===== src/sv/text_mode_terminal_writer_top_defines.svh =====
// Assertion helpers for the text terminal writer RTL.
// Each macro expects clk_i and rst_ni in the scope of use.
`ifndef TEXT_MODE_TERMINAL_WRITER_TOP_DEFINES_SVH
`define TEXT_MODE_TERMINAL_WRITER_TOP_DEFINES_SVH

`ifndef SYNTHESIS

`define TMTW_ASSERT(lbl, prop, msg) \
  lbl: assert property (@(posedge clk_i) disable iff (!rst_ni) prop) else $error(msg);

`define TMTW_NEVER(lbl, cond, msg) \
  lbl: assert property (@(posedge clk_i) disable iff (!rst_ni) !(cond)) else $error(msg);

`else

`define TMTW_ASSERT(lbl, prop, msg)

`define TMTW_NEVER(lbl, cond, msg)

`endif

`endif


===== src/sv/tmtw_pkg.sv =====
package tmtw_pkg;

  localparam int unsigned COLUMNS = 80;
  localparam int unsigned ROWS    = 25;
  localparam int unsigned CELLS   = COLUMNS * ROWS;

  localparam int unsigned OP_W   = 3;
  localparam int unsigned CHAR_W = 8;
  localparam int unsigned ATTR_W = 8;
  localparam int unsigned SCR_W  = 6;
  localparam int unsigned COL_W  = 7;
  localparam int unsigned ROW_W  = 5;
  localparam int unsigned LIN_W  = 11;
  localparam int unsigned SRC_W  = LIN_W + 2;
  localparam int unsigned CELL_W = CHAR_W + ATTR_W;

  localparam int unsigned FIFO_DEPTH = 2;
  localparam int unsigned FIFO_PTR_W = (FIFO_DEPTH > 1) ? $clog2(FIFO_DEPTH) : 1;
  localparam int unsigned FIFO_CNT_W = $clog2(FIFO_DEPTH + 1);

  localparam logic [ATTR_W-1:0] ATTR_RESET = 8'h1F;
  localparam logic [CHAR_W-1:0] CHAR_LF    = 8'd10;
  localparam logic [CHAR_W-1:0] CHAR_CR    = 8'd13;
  localparam logic [CHAR_W-1:0] CHAR_BLANK = 8'd0;

  localparam logic signed [SRC_W-1:0] SRC_CELLS = SRC_W'(CELLS);

  typedef enum logic [OP_W-1:0] {
    OP_PUT    = 3'd0,
    OP_CLEAR  = 3'd1,
    OP_SCROLL = 3'd2,
    OP_READ   = 3'd3,
    OP_SETCUR = 3'd4
  } opcode_e;

  typedef enum logic [2:0] {
    CMD_NOP,
    CMD_CHAR,
    CMD_LF,
    CMD_CR,
    CMD_CLEAR,
    CMD_SCROLL,
    CMD_READ,
    CMD_SETCUR
  } cmd_kind_e;

  typedef enum logic [1:0] {
    EX_IDLE,
    EX_SWEEP,
    EX_PUT,
    EX_READ
  } exec_state_e;

  // One classified command word as it sits in the queue.
  typedef struct packed {
    cmd_kind_e         kind;
    logic [CHAR_W-1:0] ch;
    logic              up;
    logic [LIN_W-1:0]  offset;
    logic [LIN_W-1:0]  idx;
    logic              idx_ok;
    logic [COL_W-1:0]  col;
    logic [ROW_W-1:0]  row;
  } cmd_t;

  typedef struct packed {
    logic full;
    logic empty;
  } fifo_stat_t;

endpackage


===== src/sv/tmtw_cmd_fifo.sv =====
module tmtw_cmd_fifo (
  input  logic                 clk_i,
  input  logic                 rst_ni,
  input  logic                 push_i,
  input  tmtw_pkg::cmd_t       cmd_i,
  input  logic                 pop_i,
  output tmtw_pkg::cmd_t       cmd_o,
  output tmtw_pkg::fifo_stat_t stat_o
);

  tmtw_pkg::cmd_t                  mem_q [tmtw_pkg::FIFO_DEPTH];
  logic [tmtw_pkg::FIFO_PTR_W-1:0] wptr_q, wptr_d;
  logic [tmtw_pkg::FIFO_PTR_W-1:0] rptr_q, rptr_d;
  logic [tmtw_pkg::FIFO_CNT_W-1:0] cnt_q, cnt_d;
  logic                            do_push, do_pop;

  assign stat_o.full  = (cnt_q == tmtw_pkg::FIFO_CNT_W'(tmtw_pkg::FIFO_DEPTH));
  assign stat_o.empty = (cnt_q == '0);
  assign do_push      = push_i && !stat_o.full;
  assign do_pop       = pop_i && !stat_o.empty;
  assign cmd_o        = mem_q[rptr_q];

  always_comb begin
    wptr_d = wptr_q;
    rptr_d = rptr_q;
    cnt_d  = cnt_q;
    if (do_push) begin
      wptr_d = (wptr_q == tmtw_pkg::FIFO_PTR_W'(tmtw_pkg::FIFO_DEPTH - 1))
               ? '0 : wptr_q + 1'b1;
    end
    if (do_pop) begin
      rptr_d = (rptr_q == tmtw_pkg::FIFO_PTR_W'(tmtw_pkg::FIFO_DEPTH - 1))
               ? '0 : rptr_q + 1'b1;
    end
    if (do_push && !do_pop) begin
      cnt_d = cnt_q + 1'b1;
    end else if (do_pop && !do_push) begin
      cnt_d = cnt_q - 1'b1;
    end
  end

  always_ff @(posedge clk_i or negedge rst_ni) begin
    if (!rst_ni) begin
      wptr_q <= '0;
      rptr_q <= '0;
      cnt_q  <= '0;
    end else begin
      wptr_q <= wptr_d;
      rptr_q <= rptr_d;
      cnt_q  <= cnt_d;
    end
  end

  always_ff @(posedge clk_i) begin
    if (do_push) begin
      mem_q[wptr_q] <= cmd_i;
    end
  end

endmodule


===== config.mk =====
export PLATFORM = sky130hd
export DESIGN_NAME = tmtw_cmd_fifo
export DESIGN_NICKNAME = d
export VERILOG_FILES = /design/src/sv/text_mode_terminal_writer_top_defines.svh /design/src/sv/tmtw_pkg.sv /design/src/sv/tmtw_cmd_fifo.sv
export SDC_FILE = /design/constraint.sdc
export NUM_CORES = 1
export LEC_CHECK = 0
export BUFFER_PORTS_ARGS = -buffer_cell sky130_fd_sc_hd__buf_4
export CORE_MARGIN = 2
export CORE_UTILIZATION = 50
export CTS_BUF_LIST = sky130_fd_sc_hd__clkbuf_16
export CTS_CLUSTER_DIAMETER = 40
export DETAILED_ROUTE_END_ITERATION = 10
export GPL_TIMING_DRIVEN = 0
export PLACE_DENSITY = 0.73
export SYNTH_ARGS = -nofsm -noshare
export SYNTH_HDL_FRONTEND = slang
export SYNTH_SLANG_ARGS = --single-unit

===== constraint.sdc =====
create_clock -name clk_i -period 8.9 [get_ports clk_i]
set_input_delay 1.335 -clock clk_i [delete_from_list [all_inputs] [get_ports clk_i]]
set_output_delay 1.335 -clock clk_i [all_outputs]
set_load 0.05 [all_outputs]

======== Yosys cells after proc, flatten, opt, wreduce, memory -nomap -nowiden ========
Memory sizes are Yosys's and may differ from the RTL's.
Index checks and enable logic that the tools add are counted.
storage, ports and cells
  register bits ........................... 4
  bits in latches ......................... 0
  word-level logic and storage cells ...... 25
  ROM bits ................................ 0
  bits in writable memories ............... 94
  output and inout bits ................... 49
  memories ................................ 1
operators by class
  shifts and indexed selects .............. 0
  bitwise operators ....................... 0
  $add $sub $neg .......................... 4
  divide/modulo/power cells ............... 0
  mux-type cells .......................... 6
  magnitude comparators ................... 0
  equality and inequality tests ........... 1
  multiply operators ...................... 0
  reductions and logical operators ........ 10
memories
  memory  words  bits a word  rd ports  clocked after Yosys merged registers in  write ports  line                 RTL
  mem_q   2      47           1         0                                        1            tmtw_cmd_fifo.sv:11  tmtw_pkg::cmd_t mem_q [tmtw_pkg::FIFO_DEPTH];
operators by type and width
  kind                                              count
  logical AND 1 bit                                 4
  zero test 1 bit                                   4
  two-way mux 1 bit                                 4
  two-way mux 2 bit                                 2
  adder 1 bit, second input constant                2
  adder 2 x 1 -> 2 bit, second input constant       1
  == test 2 bit, second input constant              1
  zero test 2 bit                                   1
  nonzero test 2 bit                                1
  subtractor 2 x 1 -> 2 bit, second input constant  1

======== Depth between registers and ports, before layout ========
  depth after elaboration ................. 7
  gate-level depth with buffers ........... 7

======== Least setup slack after synthesis ========
OpenSTA, ideal clock, no wires.
  path kind ............................... input to register
  from .................................... input port push_i
  to ...................................... memory mem_q[0][0] (netlist bit), enable pin
  slack ................................... 5051 ps
  setup time .............................. 452 ps
  stages .................................. 2
  arrival ................................. 3398 ps
  cells stage by stage .................... nand2_1 -> nor2_1
between the ends
  longest elaborated chain between the ends .. 3
RTL lines
  element                                  line                 RTL
  start: declaration                       tmtw_cmd_fifo.sv:4   input logic push_i,
  logical AND 1 bit                        tmtw_cmd_fifo.sv:19  assign do_push = push_i && !stat_o.full;
  two-way mux 1 bit                        tmtw_cmd_fifo.sv:55  if (do_push) begin
  two-way mux 1 bit (not written as such)  tmtw_cmd_fifo.sv:56  mem_q[wptr_q] <= cmd_i;
  end: declaration                         tmtw_cmd_fifo.sv:11
Every way passes these cells.

==> impl_results.md <==
- Outcome: finished clean
- Layout cells sized above 1: 0.5993
- Post-CTS sizing: 0
- Worst hold path type: reg -> reg
- Worst Setup Start Kind: register
- Vias per inst: 4.753
- Worst-Margin Slew: 0.6533 ns
- Post-Syn Instances: 165
- Peak VDD IR: 0.2557 mV
- Number of port buffers: 99
- Yosys warns: 0
- Largest stage delay, worst path: 0.37 ns
- Total congestion overflow: 0
- Pleak: 0.001897 µW
- Synth Area per Inst: 22.23 µm²
- Final setup fails: 0
- Post CTS Setup Buffer Count: 0
- Register area share after synthesis: 0.7970
- First-pass GRT wire length: 8721 µm
- Max-slew violations: 0
- Gp weighted congestion: 0.7154
- Layout Skew: 0.005754 ns
- Final instance area: 4853 µm²
- Min cycle time layout: 2.914 ns
- CP Max Fanout: 10
- Max Freq: 343.1 MHz
- Post-route ant nets: 0
- RSZ-0062 raised after global routing: no
- Post-detail-place hpwl: 4132 µm
- Clk slew on worst S/H paths: 0.06 ns
- Total Power: 1873 µW
- CP max stage cell: dfrtp_1
- Most frequent CP cell: buf_6
- Antenna violations before repair: 0
- CP endpoint kind: output pin
- Worst rel slew slack: 0.5634
- Synth cell types: 15
- Top-area cell type share of the netlist area: 0.7697
- Std-Cell Rows: 31
- Die Area: 8035 µm²
- Syn nets: 217
- DRC violations left: 0
- Num ports: 100
- Number of DRC markers in iteration 0: 89
- Core area: 7176 µm²
- Overall Global Routing Usage: 0.1519
- Die Y: 89.64 µm
- Post-CTS Hold Buffers: 0
- Area contributors post-synth: edfxtp_1 (77%), mux2_2 (8.3%), mux2_4 (8.2%)
- Wire per inst: 16.04 µm
- Fillcell total: 517
- Clock root buffer: clkbuf_16
- Initial cell density of the core: 0.5111
- TNS Setup: 0 ns
- TritonRoute pass-1 iters: 4
- Number of global-route vias before repair: 1840
- CTS H-Tree Depth: 3
- Clk_lat worst skew: 0.33 ns
- Clk buf depth: 2
- DR vias: 1811
- Pwr/cell area: 385.9 nW/µm²
- Critical Path RT: 7.57 ns
- Critical path, cell by cell: buf_6 -> buf_6 -> mux2_4 -> buf_4
- FF+latch count, synth: 98
- Cell Area, Synth: 3667 µm²
- Critical path class: reg -> out
- Area after DPL: 4583 µm²
- Cell family contributing the most delay on the critical path: buffers and inverters
- Area growth, synth to finish: 32.34%
- Arr. time, crit path: 1.58 ns
- CTS sink cnt: 98
- CTS buffer count: 9
- Period Utilization, post-route: 0.3274
- Final WL: 6110 µm
- N_diodes: 0
- Nets: 329
- Largest area contributor in the netlist: edfxtp_1
- Hold Slack: 0.5448 ns
- Largest net degree at the start of global routing: 29
- Die W: 89.64 µm
- Max Cap Viol: 0
- Final hold vios: 0
- WP buf/inv: 3
- TritonCTS clock tree: done
[path summary, 6_finish.rpt]
check	from	end	slack [ns]	depth (start not counted)
max in group asynchronous	rst_ni	cnt_q[1]$_DFFE_PN0P_	8.00	1
min	cnt_q[1]$_DFFE_PN0P_	cnt_q[1]$_DFFE_PN0P_	0.54	1
max reg2reg	cnt_q[0]$_DFFE_PN0P_	mem_q[0][24]$_DFFE_PP_	7.00	4
max	rptr_q$_DFFE_PN0P_	cmd_o[42]	5.99	4
min reg2reg	cnt_q[1]$_DFFE_PN0P_	cnt_q[1]$_DFFE_PN0P_	0.54	1
min in group asynchronous	rst_ni	wptr_q$_DFFE_PN0P_	0.79	1
[cells in the final DEF (no fill, tap or decap)]
master,n
buf_2,2
dfrtp_1,4
o21ai_0,1
xor2_1,2
nand2_1,1
buf_4,99
buf_12,2
clkbuf_16,9
nand2b_1,1
nor2_4,1
clkinv_4,1
inv_6,1
mux2_2,27
clkinv_1,1
ha_1,1
mux2_4,20
and3_2,1
clkinvlp_4,2
nor2_1,2
edfxtp_1,94
buf_6,3
inv_1,3
xnor2_1,3
clkinv_2,1
[kinds of logic after synthesis]
kind of cell / synth area share
fa+ha+maj: 0.003411
buf+inv: 0.01399
mux: 0.1648
xor+xnor: 0.01194
flops: 0.7970
compound gates: 0.001363
simple gates: 0.007507
[per-layer routing]
| layer | routed length (µm) | vias to the layer above | global-route usage |
|---|---|---|---|
| met5 | 0 | - | 0 |
| met2 | 3088 | 66 | 0.2547 |
| met1 | 2447 | 869 | 0.1741 |
| met4 | 128 | 0 | 0.07870 |
| met3 | 445 | 11 | 0.04936 |
| li1 | - | 865 | - |
[per-stage QoR]
step	setup slack [ns]	std cells	utilization
3_3_place_gp	3.817	363	0.6319
4_1_cts	5.956	381	0.6764
6_report	5.986	381	0.6764
3_5_place_dp	6.172	365	0.6387
5_1_grt	5.909	381	0.6764
2_1_floorplan	5.051	165	-
[synthesized netlist by cell type]
cell type / n
and3_1: 1
buf_2: 2
buf_6: 3
dfrtp_1: 4
edfxtp_1: 94
ha_1: 1
inv_1: 2
mux2_2: 27
mux2_4: 20
nand2_1: 1
nand2b_1: 1
nor2_1: 3
o21ai_0: 1
xnor2_1: 3
xor2_1: 2
[report_power, final]
part           leakage [µW]  switching (µW)  internal [µW]  total [µW]
logic              0.000846             555            309         864
clock network      0.000131             157            188         346
registers          0.000920            31.7            632         663
[sequential cells by signal, indices dropped and copies added, names as in the netlist]
register	count
wptr_q	1
mem_q	94
cnt_q	2
rptr_q	1
[final cells by class]
type                       count  area, µm²  share of cell area
clock buffer                   9      225.2             0.04640
timing repair buffer         101      783.3              0.1614
inverter                       2      7.507            0.001547
sequential                    98       2923              0.6022
buffer                         5      43.79            0.009023
tap                           99      123.9             0.02552
multi-input combinational     60      701.9              0.1446
clock inverter                 7      45.04            0.009281
[worst reg2reg max path, delay by kind of cell, from the launching register on]
kind	cells	cell delay (ns)
buf+inv	1	0.28
simple gates	3	0.87
flops	1	0.43
Power figures use the tool's default switching activity.
