--- config.mk ---
export PLATFORM = sky130hd
export DESIGN_NAME = tmtw_front
export DESIGN_NICKNAME = d
export VERILOG_FILES = /design/src/sv/text_mode_terminal_writer_top_defines.svh /design/src/sv/tmtw_pkg.sv /design/src/sv/tmtw_front.sv
export SDC_FILE = /design/constraint.sdc
export NUM_CORES = 1
export LEC_CHECK = 0
export CORE_UTILIZATION = 54
export DETAILED_ROUTE_END_ITERATION = 10
export DONT_BUFFER_PORTS = 1
export PLACE_DENSITY = 0.69
export SLEW_MARGIN = 5
export SYNTH_ARGS = -nofsm -noshare
export SYNTH_HDL_FRONTEND = slang
export SYNTH_SLANG_ARGS = --single-unit
--- constraint.sdc ---
create_clock -name clk_i -period 4.3 [get_ports clk_i]
set_input_delay 0.86 -clock clk_i [delete_from_list [all_inputs] [get_ports clk_i]]
set_output_delay 0.86 -clock clk_i [all_outputs]
set_load 0.02 [all_outputs]
--- src/sv/text_mode_terminal_writer_top_defines.svh ---
// Assertion helpers for the text terminal writer RTL.
// Each macro expects clk_i and rst_ni in the scope of use.
`ifndef TEXT_MODE_TERMINAL_WRITER_TOP_DEFINES_SVH
`define TEXT_MODE_TERMINAL_WRITER_TOP_DEFINES_SVH

`ifndef SYNTHESIS

`define TMTW_ASSERT(lbl, prop, msg) \
  lbl: assert property (@(posedge clk_i) disable iff (!rst_ni) prop) else $error(msg);

`define TMTW_NEVER(lbl, cond, msg) \
  lbl: assert property (@(posedge clk_i) disable iff (!rst_ni) !(cond)) else $error(msg);

`else

`define TMTW_ASSERT(lbl, prop, msg)

`define TMTW_NEVER(lbl, cond, msg)

`endif

`endif

--- src/sv/tmtw_pkg.sv ---
package tmtw_pkg;

  localparam int unsigned COLUMNS = 80;
  localparam int unsigned ROWS    = 25;
  localparam int unsigned CELLS   = COLUMNS * ROWS;

  localparam int unsigned OP_W   = 3;
  localparam int unsigned CHAR_W = 8;
  localparam int unsigned ATTR_W = 8;
  localparam int unsigned SCR_W  = 6;
  localparam int unsigned COL_W  = 7;
  localparam int unsigned ROW_W  = 5;
  localparam int unsigned LIN_W  = 11;
  localparam int unsigned SRC_W  = LIN_W + 2;
  localparam int unsigned CELL_W = CHAR_W + ATTR_W;

  localparam int unsigned FIFO_DEPTH = 2;
  localparam int unsigned FIFO_PTR_W = (FIFO_DEPTH > 1) ? $clog2(FIFO_DEPTH) : 1;
  localparam int unsigned FIFO_CNT_W = $clog2(FIFO_DEPTH + 1);

  localparam logic [ATTR_W-1:0] ATTR_RESET = 8'h1F;
  localparam logic [CHAR_W-1:0] CHAR_LF    = 8'd10;
  localparam logic [CHAR_W-1:0] CHAR_CR    = 8'd13;
  localparam logic [CHAR_W-1:0] CHAR_BLANK = 8'd0;

  localparam logic signed [SRC_W-1:0] SRC_CELLS = SRC_W'(CELLS);

  typedef enum logic [OP_W-1:0] {
    OP_PUT    = 3'd0,
    OP_CLEAR  = 3'd1,
    OP_SCROLL = 3'd2,
    OP_READ   = 3'd3,
    OP_SETCUR = 3'd4
  } opcode_e;

  typedef enum logic [2:0] {
    CMD_NOP,
    CMD_CHAR,
    CMD_LF,
    CMD_CR,
    CMD_CLEAR,
    CMD_SCROLL,
    CMD_READ,
    CMD_SETCUR
  } cmd_kind_e;

  typedef enum logic [1:0] {
    EX_IDLE,
    EX_SWEEP,
    EX_PUT,
    EX_READ
  } exec_state_e;

  // One classified command word as it sits in the queue.
  typedef struct packed {
    cmd_kind_e         kind;
    logic [CHAR_W-1:0] ch;
    logic              up;
    logic [LIN_W-1:0]  offset;
    logic [LIN_W-1:0]  idx;
    logic              idx_ok;
    logic [COL_W-1:0]  col;
    logic [ROW_W-1:0]  row;
  } cmd_t;

  typedef struct packed {
    logic full;
    logic empty;
  } fifo_stat_t;

endpackage

--- src/sv/tmtw_front.sv ---
module tmtw_front (
  input  logic                             clk_i,
  input  logic                             rst_ni,
  input  logic                             start_i,
  output logic                             busy_o,
  input  logic [tmtw_pkg::OP_W-1:0]        opcode_i,
  input  logic [tmtw_pkg::CHAR_W-1:0]      char_code_i,
  input  logic signed [tmtw_pkg::SCR_W-1:0] scroll_lines_i,
  input  logic [tmtw_pkg::LIN_W-1:0]       cell_index_i,
  input  logic [tmtw_pkg::COL_W-1:0]       new_col_i,
  input  logic [tmtw_pkg::ROW_W-1:0]       new_row_i,
  input  logic                             cfg_valid_i,
  output logic                             cfg_ready_o,
  input  logic [tmtw_pkg::ATTR_W-1:0]      cfg_text_attribute_i,
  input  tmtw_pkg::fifo_stat_t             fifo_stat_i,
  output logic                             push_o,
  output tmtw_pkg::cmd_t                   cmd_o,
  output logic [tmtw_pkg::ATTR_W-1:0]      attr_o
);

  logic [tmtw_pkg::ATTR_W-1:0] attr_q;
  logic [tmtw_pkg::SCR_W-1:0]  mag;
  logic [tmtw_pkg::ROW_W-1:0]  mag_c;

  assign busy_o      = fifo_stat_i.full;
  assign push_o      = start_i && !fifo_stat_i.full;
  assign cfg_ready_o = 1'b1;
  assign attr_o      = attr_q;

  always_ff @(posedge clk_i or negedge rst_ni) begin
    if (!rst_ni) begin
      attr_q <= tmtw_pkg::ATTR_RESET;
    end else if (cfg_valid_i) begin
      attr_q <= cfg_text_attribute_i;
    end
  end

  // scroll magnitude, clamped to a full screen
  always_comb begin
    mag   = scroll_lines_i[tmtw_pkg::SCR_W-1] ? tmtw_pkg::SCR_W'(-scroll_lines_i)
                                              : tmtw_pkg::SCR_W'(scroll_lines_i);
    mag_c = (mag >= tmtw_pkg::SCR_W'(tmtw_pkg::ROWS)) ? tmtw_pkg::ROW_W'(tmtw_pkg::ROWS)
                                                      : tmtw_pkg::ROW_W'(mag);
  end

  always_comb begin
    cmd_o        = '0;
    cmd_o.kind   = tmtw_pkg::CMD_NOP;
    cmd_o.ch     = char_code_i;
    cmd_o.up     = !scroll_lines_i[tmtw_pkg::SCR_W-1];
    cmd_o.offset = tmtw_pkg::LIN_W'(mag_c) * tmtw_pkg::LIN_W'(tmtw_pkg::COLUMNS);
    cmd_o.idx    = cell_index_i;
    cmd_o.idx_ok = cell_index_i < tmtw_pkg::LIN_W'(tmtw_pkg::CELLS);
    cmd_o.col    = (new_col_i > tmtw_pkg::COL_W'(tmtw_pkg::COLUMNS))
                   ? tmtw_pkg::COL_W'(tmtw_pkg::COLUMNS) : new_col_i;
    cmd_o.row    = (new_row_i > tmtw_pkg::ROW_W'(tmtw_pkg::ROWS - 1))
                   ? tmtw_pkg::ROW_W'(tmtw_pkg::ROWS - 1) : new_row_i;
    case (tmtw_pkg::opcode_e'(opcode_i))
      tmtw_pkg::OP_PUT: begin
        if (char_code_i == tmtw_pkg::CHAR_LF) begin
          cmd_o.kind = tmtw_pkg::CMD_LF;
        end else if (char_code_i == tmtw_pkg::CHAR_CR) begin
          cmd_o.kind = tmtw_pkg::CMD_CR;
        end else begin
          cmd_o.kind = tmtw_pkg::CMD_CHAR;
        end
      end
      tmtw_pkg::OP_CLEAR:  cmd_o.kind = tmtw_pkg::CMD_CLEAR;
      tmtw_pkg::OP_SCROLL: cmd_o.kind = tmtw_pkg::CMD_SCROLL;
      tmtw_pkg::OP_READ:   cmd_o.kind = tmtw_pkg::CMD_READ;
      tmtw_pkg::OP_SETCUR: cmd_o.kind = tmtw_pkg::CMD_SETCUR;
      default:             cmd_o.kind = tmtw_pkg::CMD_NOP;
    endcase
  end

endmodule

Yosys cells after proc, flatten, opt, wreduce, memory -nomap -nowiden
Cells that the tools add are included.
- flip-flop bits (word level): 8
- latch bits: 0
- bits in writable memories: 0
- ROM bits: 0
- input port bits: 54
- word-level logic and storage cells: 24
- memories kept: 0
- $add $sub $neg: 1
- multipliers: 1
- div/mod/pow operators: 0
- magnitude comparators: 4
- eq/ne operators: 6
- shift operators: 0
- mux-type cells: 7
- bitwise logic cells: 0
- reduce and logical (&&, ||, !) cells: 4
- operator list (operator ; count):
    == test 8 x 4 -> 1 bit (second input constant) ; 2
    one-hot mux 3 bit (5 select lines) ; 1
    < comparator 11 bit (second input constant) ; 1
    2-to-1 mux 5 bit ; 2
    > comparator 7 bit (second input constant) ; 1
    multiplier 5 x 3 -> 7 bit (second input constant) ; 1
    2-to-1 mux 7 bit ; 1
    == test 3 x 2 -> 1 bit (second input constant) ; 2
    >= comparator 6 x 5 -> 1 bit (second input constant) ; 1
    2-to-1 mux 6 bit ; 1
    negation 6 bit ; 1
    > comparator 5 bit (second input constant) ; 1
    2-to-1 mux 2 bit ; 2
    == test 3 x 1 -> 1 bit (second input constant) ; 1
    == test 3 bit (second input constant) ; 1
    logical NOT 3 bit ; 1
    logical NOT 1 bit ; 2
    logical AND 1 bit ; 1

Depth between registers and ports, before layout
Gate-level depths: netlist of run 1.
- depth in word-level cells: 5
- gate-level depth with buffers: 10

Worst setup path after synthesis of run 1
No wires, ideal clock.
- path kind: input -> output
- start: in scroll_lines_i[0] in the netlist's numbering
- end: out cmd_o[33] in the netlist's numbering
- arrival: 3.162 ns
- path slack: 0.278 ns
- cell stages on the path: 10
- buffers on the path: 0
- cells stage by stage: inv_1 -> ha_1 -> and2b_2 -> o32ai_2 -> nor3_1 -> ha_1 -> ha_1 -> inv_1 -> fa_1 -> xnor2_1
- RTL lines (what ; line ; source):
    start: declaration ; tmtw_front.sv:8 ; input logic signed [tmtw_pkg::SCR_W-1:0] scroll_lines_i,
    end: declaration ; tmtw_front.sv:17 ; output tmtw_pkg::cmd_t cmd_o,

==> flow_metrics.tcl, run 1 <==
set metrics [dict create \
    globalRouteMet1Util_pct 21.6 \
    numClockSinks 8 \
    dr_total_vias 780 \
    worst_path_most_repeated_cell "ha_1" \
    async_reset_ff_share_pct 100 \
    ys_seq_elements 8 \
    cts_inserted_buffers 3 \
    place.gp.congestion 0.772 \
    clock_latency_ns 0.26 \
    count_of_flip_flops_with_a_built_in_enable_after_synthesis 0 \
    r2r_start "attr_o[6]" \
    grt_max_degree 11 \
    min_period_ns 3.93 \
    post_cts_buffers 0 \
    drc 0 \
    hold_viol 0 \
    critical_path.max_stage_delay_ns 0.37 \
    synth_flop_cell "dfstp_2" \
    ys_warn_count 0 \
    cts_clk_pin_slew_worst_paths_ns 0.05 \
    start_kind "input pin" \
    synthTopCellsByArea "buf_4 (17%), dfstp_2 (12%), mux2_2 (8.4%)" \
    worst_r2r_endpoint "attr_o[6]" \
    critical_path_start_end_classification "input pin to output pin" \
    most_congested_layer_reported_by_global_routing "met2" \
    synthesis.area_per_instance_um2 8.62 \
    synth_most_common_cell "buf_4" \
    floorplan.io_pins 112 \
    run_status "completed" \
    drv.max_cap_violation_count 0 \
    cts_hold_repair.buffers 0 \
    placement.io_buffers 0 \
    setup_ws_ns 0.375 \
    unique_cell_type_count_in_the_yosys_netlist 45 \
    synthesis.area_um2 1080 \
    total_routed_length_um 2000 \
    number_of_global_route_vias_before_repair 720 \
    timing.clock.skew_ns 0 \
    cellLeakagePower_nw 0.395 \
    setup_violations 0 \
    cts-htree-levels 1 \
    total_track_usage_pct 18.5 \
    overflow 0 \
    reg2reg_depth 1 \
    cp.buffers_inverters 3 \
    hold_path_class "input pin to asynchronous set/reset pin" \
    total_power_uw 278 \
    dpl.hpwl_um 1700 \
    timing.reg2reg.setup_slack_ns 3.43 \
    timing.critical_path.to_type "output pin" \
    post_synth_top_area_share_pct 17.4 \
    timing.setup.tns_ns 0 \
    clock-root-buffer "clkbuf_4" \
    detail_route.vias_per_cell 6.05 \
    ys_seq_area_share_pct 19.2 \
    syn_to_final_growth_pct -12.4 \
    die_width_um 46.7 \
    worst-endpoint-arrival_ns 3.07 \
    drive_above_1_share_pct 24.0 \
    timing.critical_path.fanout_max 6 \
    placementRows 15 \
    cp_slowest_cell "fa_1" \
    die-height_um 46.7 \
    cp_data_required_time_ns 3.44 \
    crit_chain "inv_1 > ha_1 > and2b_2 > a211oi_1 > or3_1 > ha_1 > ha_1 > inv_1 > fa_1 > xnor2_1 > buf_4" \
    netlist.top_cell.by_area "buf_4" \
    number_of_iterations_in_the_first_detailed_routing_pass 3 \
    max_clk_rate_ghz 0.255 \
    antenna_cells_inserted 0 \
    antenna_found_initial 0 \
    largest_register_ffs 8 \
    postRouteAntennaNets 0 \
    power_density_relative_to_cell_area_nw_per_um2 295 \
    final_nets 167 \
    grt.met2_usage_pct 31.4 \
    place_ws_ns 0.377 \
    irDropWorstVdd_v 0.000300 \
    wire_per_inst_um 15.5 \
    detailedRoute.firstIterationViolations 10 \
    synth.cells.most_frequent "buf_4 (25), and2_1 (9), mux2_2 (8)" \
    final_min_period_over_clock_period_pct 91.3 \
    initial_utilization_pct 59.8 \
    die_area_um2 2180 \
    cts_repair_resize_count 0 \
    worst-slew-pin-transition_ns 0.695 \
    grt_util_met3_pct 6.27 \
    worst_path_dominant_cell_family "adder cells" \
    cts_buffer_depth 2 \
    synth_cells 125 \
    core_area_um2 1800 \
    tritoncts_clock_tree "yes" \
    rsz0062_at_grt "no" \
    fin_worst_hold_slack_ns 0.296 \
    slew_headroom_pct 53.4 \
    timing_max_transition_violations_final 0 \
    global_route_wire_length_before_repair_um 2820 \
]
[power by group]
group | switching, mW | internal, mW
combinational | 0.0685 | 0.0451
sequential | 0.0147 | 0.0870
clock | 0.0270 | 0.0356
total | 0.110 | 0.168
[worst max-delay path by stage]
| stage | to | start | slack (ns) | cells after the start |
|---|---|---|---|---|
| 2_1_floorplan | cmd_o[33] | scroll_lines_i[0] | 0.28 | 10 |
| 3_3_place_gp | cmd_o[33] | scroll_lines_i[0] | 0.43 | 11 |
| 3_5_place_dp | cmd_o[33] | scroll_lines_i[0] | 0.38 | 11 |
| 4_1_cts | cmd_o[33] | scroll_lines_i[0] | 0.37 | 11 |
| 5_1_grt | cmd_o[33] | scroll_lines_i[0] | 0.21 | 11 |
| 6_report | cmd_o[33] | scroll_lines_i[0] | 0.37 | 11 |
[layout make-up]
| cell class | instances | area (um^2) |
|---|---|---|
| Tap cell | 25 | 31.3 |
| Fill cell | 186 | 858 |
| Inverter | 7 | 26.3 |
| Sequential cell | 8 | 206 |
| Multi-Input combinational cell | 82 | 631 |
| Clock buffer | 4 | 26.3 |
| Timing Repair Buffer | 3 | 22.5 |
[cells in the final DEF (no fill, tap or decap), types with 2 or more instances in the layout]
cell and instances:
a211oi_1 2, and2_1 9, buf_4 3, nor2b_1 3
ha_1 7, dfstp_2 5, conb_1 5, nor3_1 4
clkbuf_4 3, o2111ai_1 2, a32oi_1 2, dfrtp_1 3
nand3_1 2, a21oi_1 3, inv_1 7, nand2_1 5
nor2_1 3, mux2_2 8, xnor2_1 2
[logic make-up after synthesis]
logic type	Yosys count	share of synthesized area (%)
and+or+nand+nor	39	22.2
xor gates and xnor gates	2	1.63
AOI/OAI and AO/OA	19	13.7
buffers and inverters	38	23.3
DFF	8	19.2
adders and majority gates	8	9.99
other	2	0.697
muxes	9	9.29
[routing by layer]
layer,vias to the layer above,part of all wire (%)
met3,4,10
met5,-,0
met4,0,0.40
li1,361,-
met1,357,40
met2,58,50
[metrics by stage]
stage	utilization [%]	instance area, um^2	cells
finish	52.4	943	129
global route	52.4	943	129
CTS	52.4	943	129
detailed placement	50.9	917	125
global placement	50.9	917	125
floorplan	-	1090	128
(Power assumes the default switching activity.)
==> inputs of run 2 (changes only) <==
--- a/config.mk
+++ b/config.mk
@@ -5,6 +5,7 @@
 export SDC_FILE = /design/constraint.sdc
 export NUM_CORES = 1
 export LEC_CHECK = 0
+export CAP_MARGIN = 15
 export CORE_UTILIZATION = 54
 export DETAILED_ROUTE_END_ITERATION = 10
 export DONT_BUFFER_PORTS = 1
==> constraint.sdc (replaced) <==
create_clock -name clk_i -period 4.3 [get_ports clk_i]
set_input_delay 0.43 -clock clk_i [delete_from_list [all_inputs] [get_ports clk_i]]
set_output_delay 0.43 -clock clk_i [all_outputs]
set_load 0.02 [all_outputs]
==> flow_metrics.tcl, run 2 (same netlist as run 1, synthesis figures left out) <==
set metrics [dict create \
    cts_buffer_depth 2 \
    dp.cells 122 \
    number_of_global_route_vias_before_repair 683 \
    floorplan.io_pins 112 \
    antenna_cells_inserted 0 \
    irDropWorstVdd_v 0.000269 \
    start_kind "input pin" \
    place.gp.congestion 0.773 \
    instances_no_fill 128 \
    die-height_um 46.7 \
    hold_viol 0 \
    run_status "completed" \
    timing.critical_path.to_type "output pin" \
    placementRows 15 \
    total_power_uw 269 \
    overflow 0 \
    dr_total_vias 772 \
    setup_violations 0 \
    number_of_iterations_in_the_first_detailed_routing_pass 4 \
    clock_latency_ns 0.25 \
    die_area_um2 2180 \
    timing.setup.tns_ns 0 \
    wire_per_inst_um 15.7 \
    numClockSinks 8 \
    die_width_um 46.7 \
    cts-htree-levels 1 \
    cp_data_required_time_ns 3.87 \
    clock-root-buffer "clkbuf_4" \
    place_ws_ns 0.886 \
    drc 0 \
    worst-endpoint-arrival_ns 2.98 \
    detail_route.vias_per_cell 6.03 \
    critical_path_start_end_classification "input pin to output pin" \
    grt_max_degree 11 \
    detailedRoute.firstIterationViolations 14 \
    syn_to_final_growth_pct -12.7 \
    final_cell_area_excluding_filler_cells_um2 941 \
    drive_above_1_share_pct 21.4 \
    dpl.hpwl_um 1720 \
    min_period_ns 3.41 \
    timing_max_transition_violations_final 0 \
    cts_inserted_buffers 3 \
    initial_utilization_pct 59.8 \
    drv.max_cap_violation_count 0 \
    largest_register_ffs 8 \
    rsz0062_at_grt "no" \
    most_frequent_cells_in_the_layout "and2_1 (9), mux2_2 (8), inv_1 (7), ha_1 (7)" \
    final_min_period_over_clock_period_pct 79.2 \
    setup_ws_ns 0.893 \
    timing.critical_path.fanout_max 6 \
    slew_headroom_pct 47.4 \
    max_clk_rate_ghz 0.294 \
    total_track_usage_pct 17.8 \
    worst-slew-pin-transition_ns 0.783 \
    postRouteAntennaNets 0 \
    antenna_found_initial 0 \
    layout_commonest_cell "and2_1" \
    cts_clk_pin_slew_worst_paths_ns 0.05 \
    cellLeakagePower_nw 0.389 \
    hold_path_class "input pin to asynchronous set/reset pin" \
    total_routed_length_um 2010 \
    placement.io_buffers 0 \
    power_density_relative_to_cell_area_nw_per_um2 285 \
    final_nets 166 \
    timing.clock.skew_ns 0 \
    global_route_wire_length_before_repair_um 2730 \
    core_area_um2 1800 \
    placement.cell_area_um2 895 \
    tritoncts_clock_tree "yes" \
]
run 2: changes by cell type in the layout (fill, tap and decap cells not counted), sizes merged:
cell	delta
buf	-3
dlygate4sd3	+2
run 2: metal layers:
metal	GRT usage, %	part of all wire [%]	up-vias
met5	0	0	-
met4	5.14	0.40	0
met3	7.06	12	4
met2	29.2	50	67
met1	21.3	37	339
li1	-	-	362
run 2: final timing paths:
check / from / to / slack [ns] / cells past startpoint
max: scroll_lines_i[0] / cmd_o[33] / 0.89 / 10
min: rst_ni / attr_o[2] / 0.02 / 0
max reg2reg: attr_o[6] / attr_o[6] / 3.44 / 1
min reg2reg: attr_o[7] / attr_o[7] / 0.66 / 1
max in group asynchronous: rst_ni / attr_o[4] / 3.72 / 1
min in group clk_i: cfg_text_attribute_i[5] / attr_o[5] / 0.32 / 1
run 2: stage by stage:
step	utilization [%]	hold slack, ns
2_1_floorplan	-	0.134
3_3_place_gp	49.7	0.135
3_5_place_dp	49.7	0.135
4_1_cts	51.7	0.00643
5_1_grt	52.2	0.00276
6_report	52.2	0.0198
run 2: repair_timing:
action | 4_1_cts | 5_1_grt
buffers inserted | 0 | 0
gates resized for setup | 0 | 0
hold buffers | 1 | 1
endpoints found under the hold margin | 3 | 1
setup endpoints to repair | 0 | 0
run 2: layout make-up:
class                      count  area, um^2
timing repair buffer           2        20.0
inverter                       7        26.3
fill                         185         861
clock buffer                   4        26.3
multi-input combinational     82         631
sequential                     8         206
tap                           25        31.3
run 2: power by group:
group | internal, mW | total [mW] | switching [mW]
logic | 0.0388 | 0.107 | 0.0678
clock network | 0.0354 | 0.0603 | 0.0249
registers | 0.0870 | 0.102 | 0.0148
total | 0.161 | 0.269 | 0.107
run 2: critical path, stage by stage:
cell	delay, ns
inv_1	0.04
ha_1	0.21
and2b_2	0.24
o32ai_2	0.11
nor3_1	0.66
ha_1	0.25
ha_1	0.16
inv_1	0.05
fa_1	0.37
xnor2_1	0.45
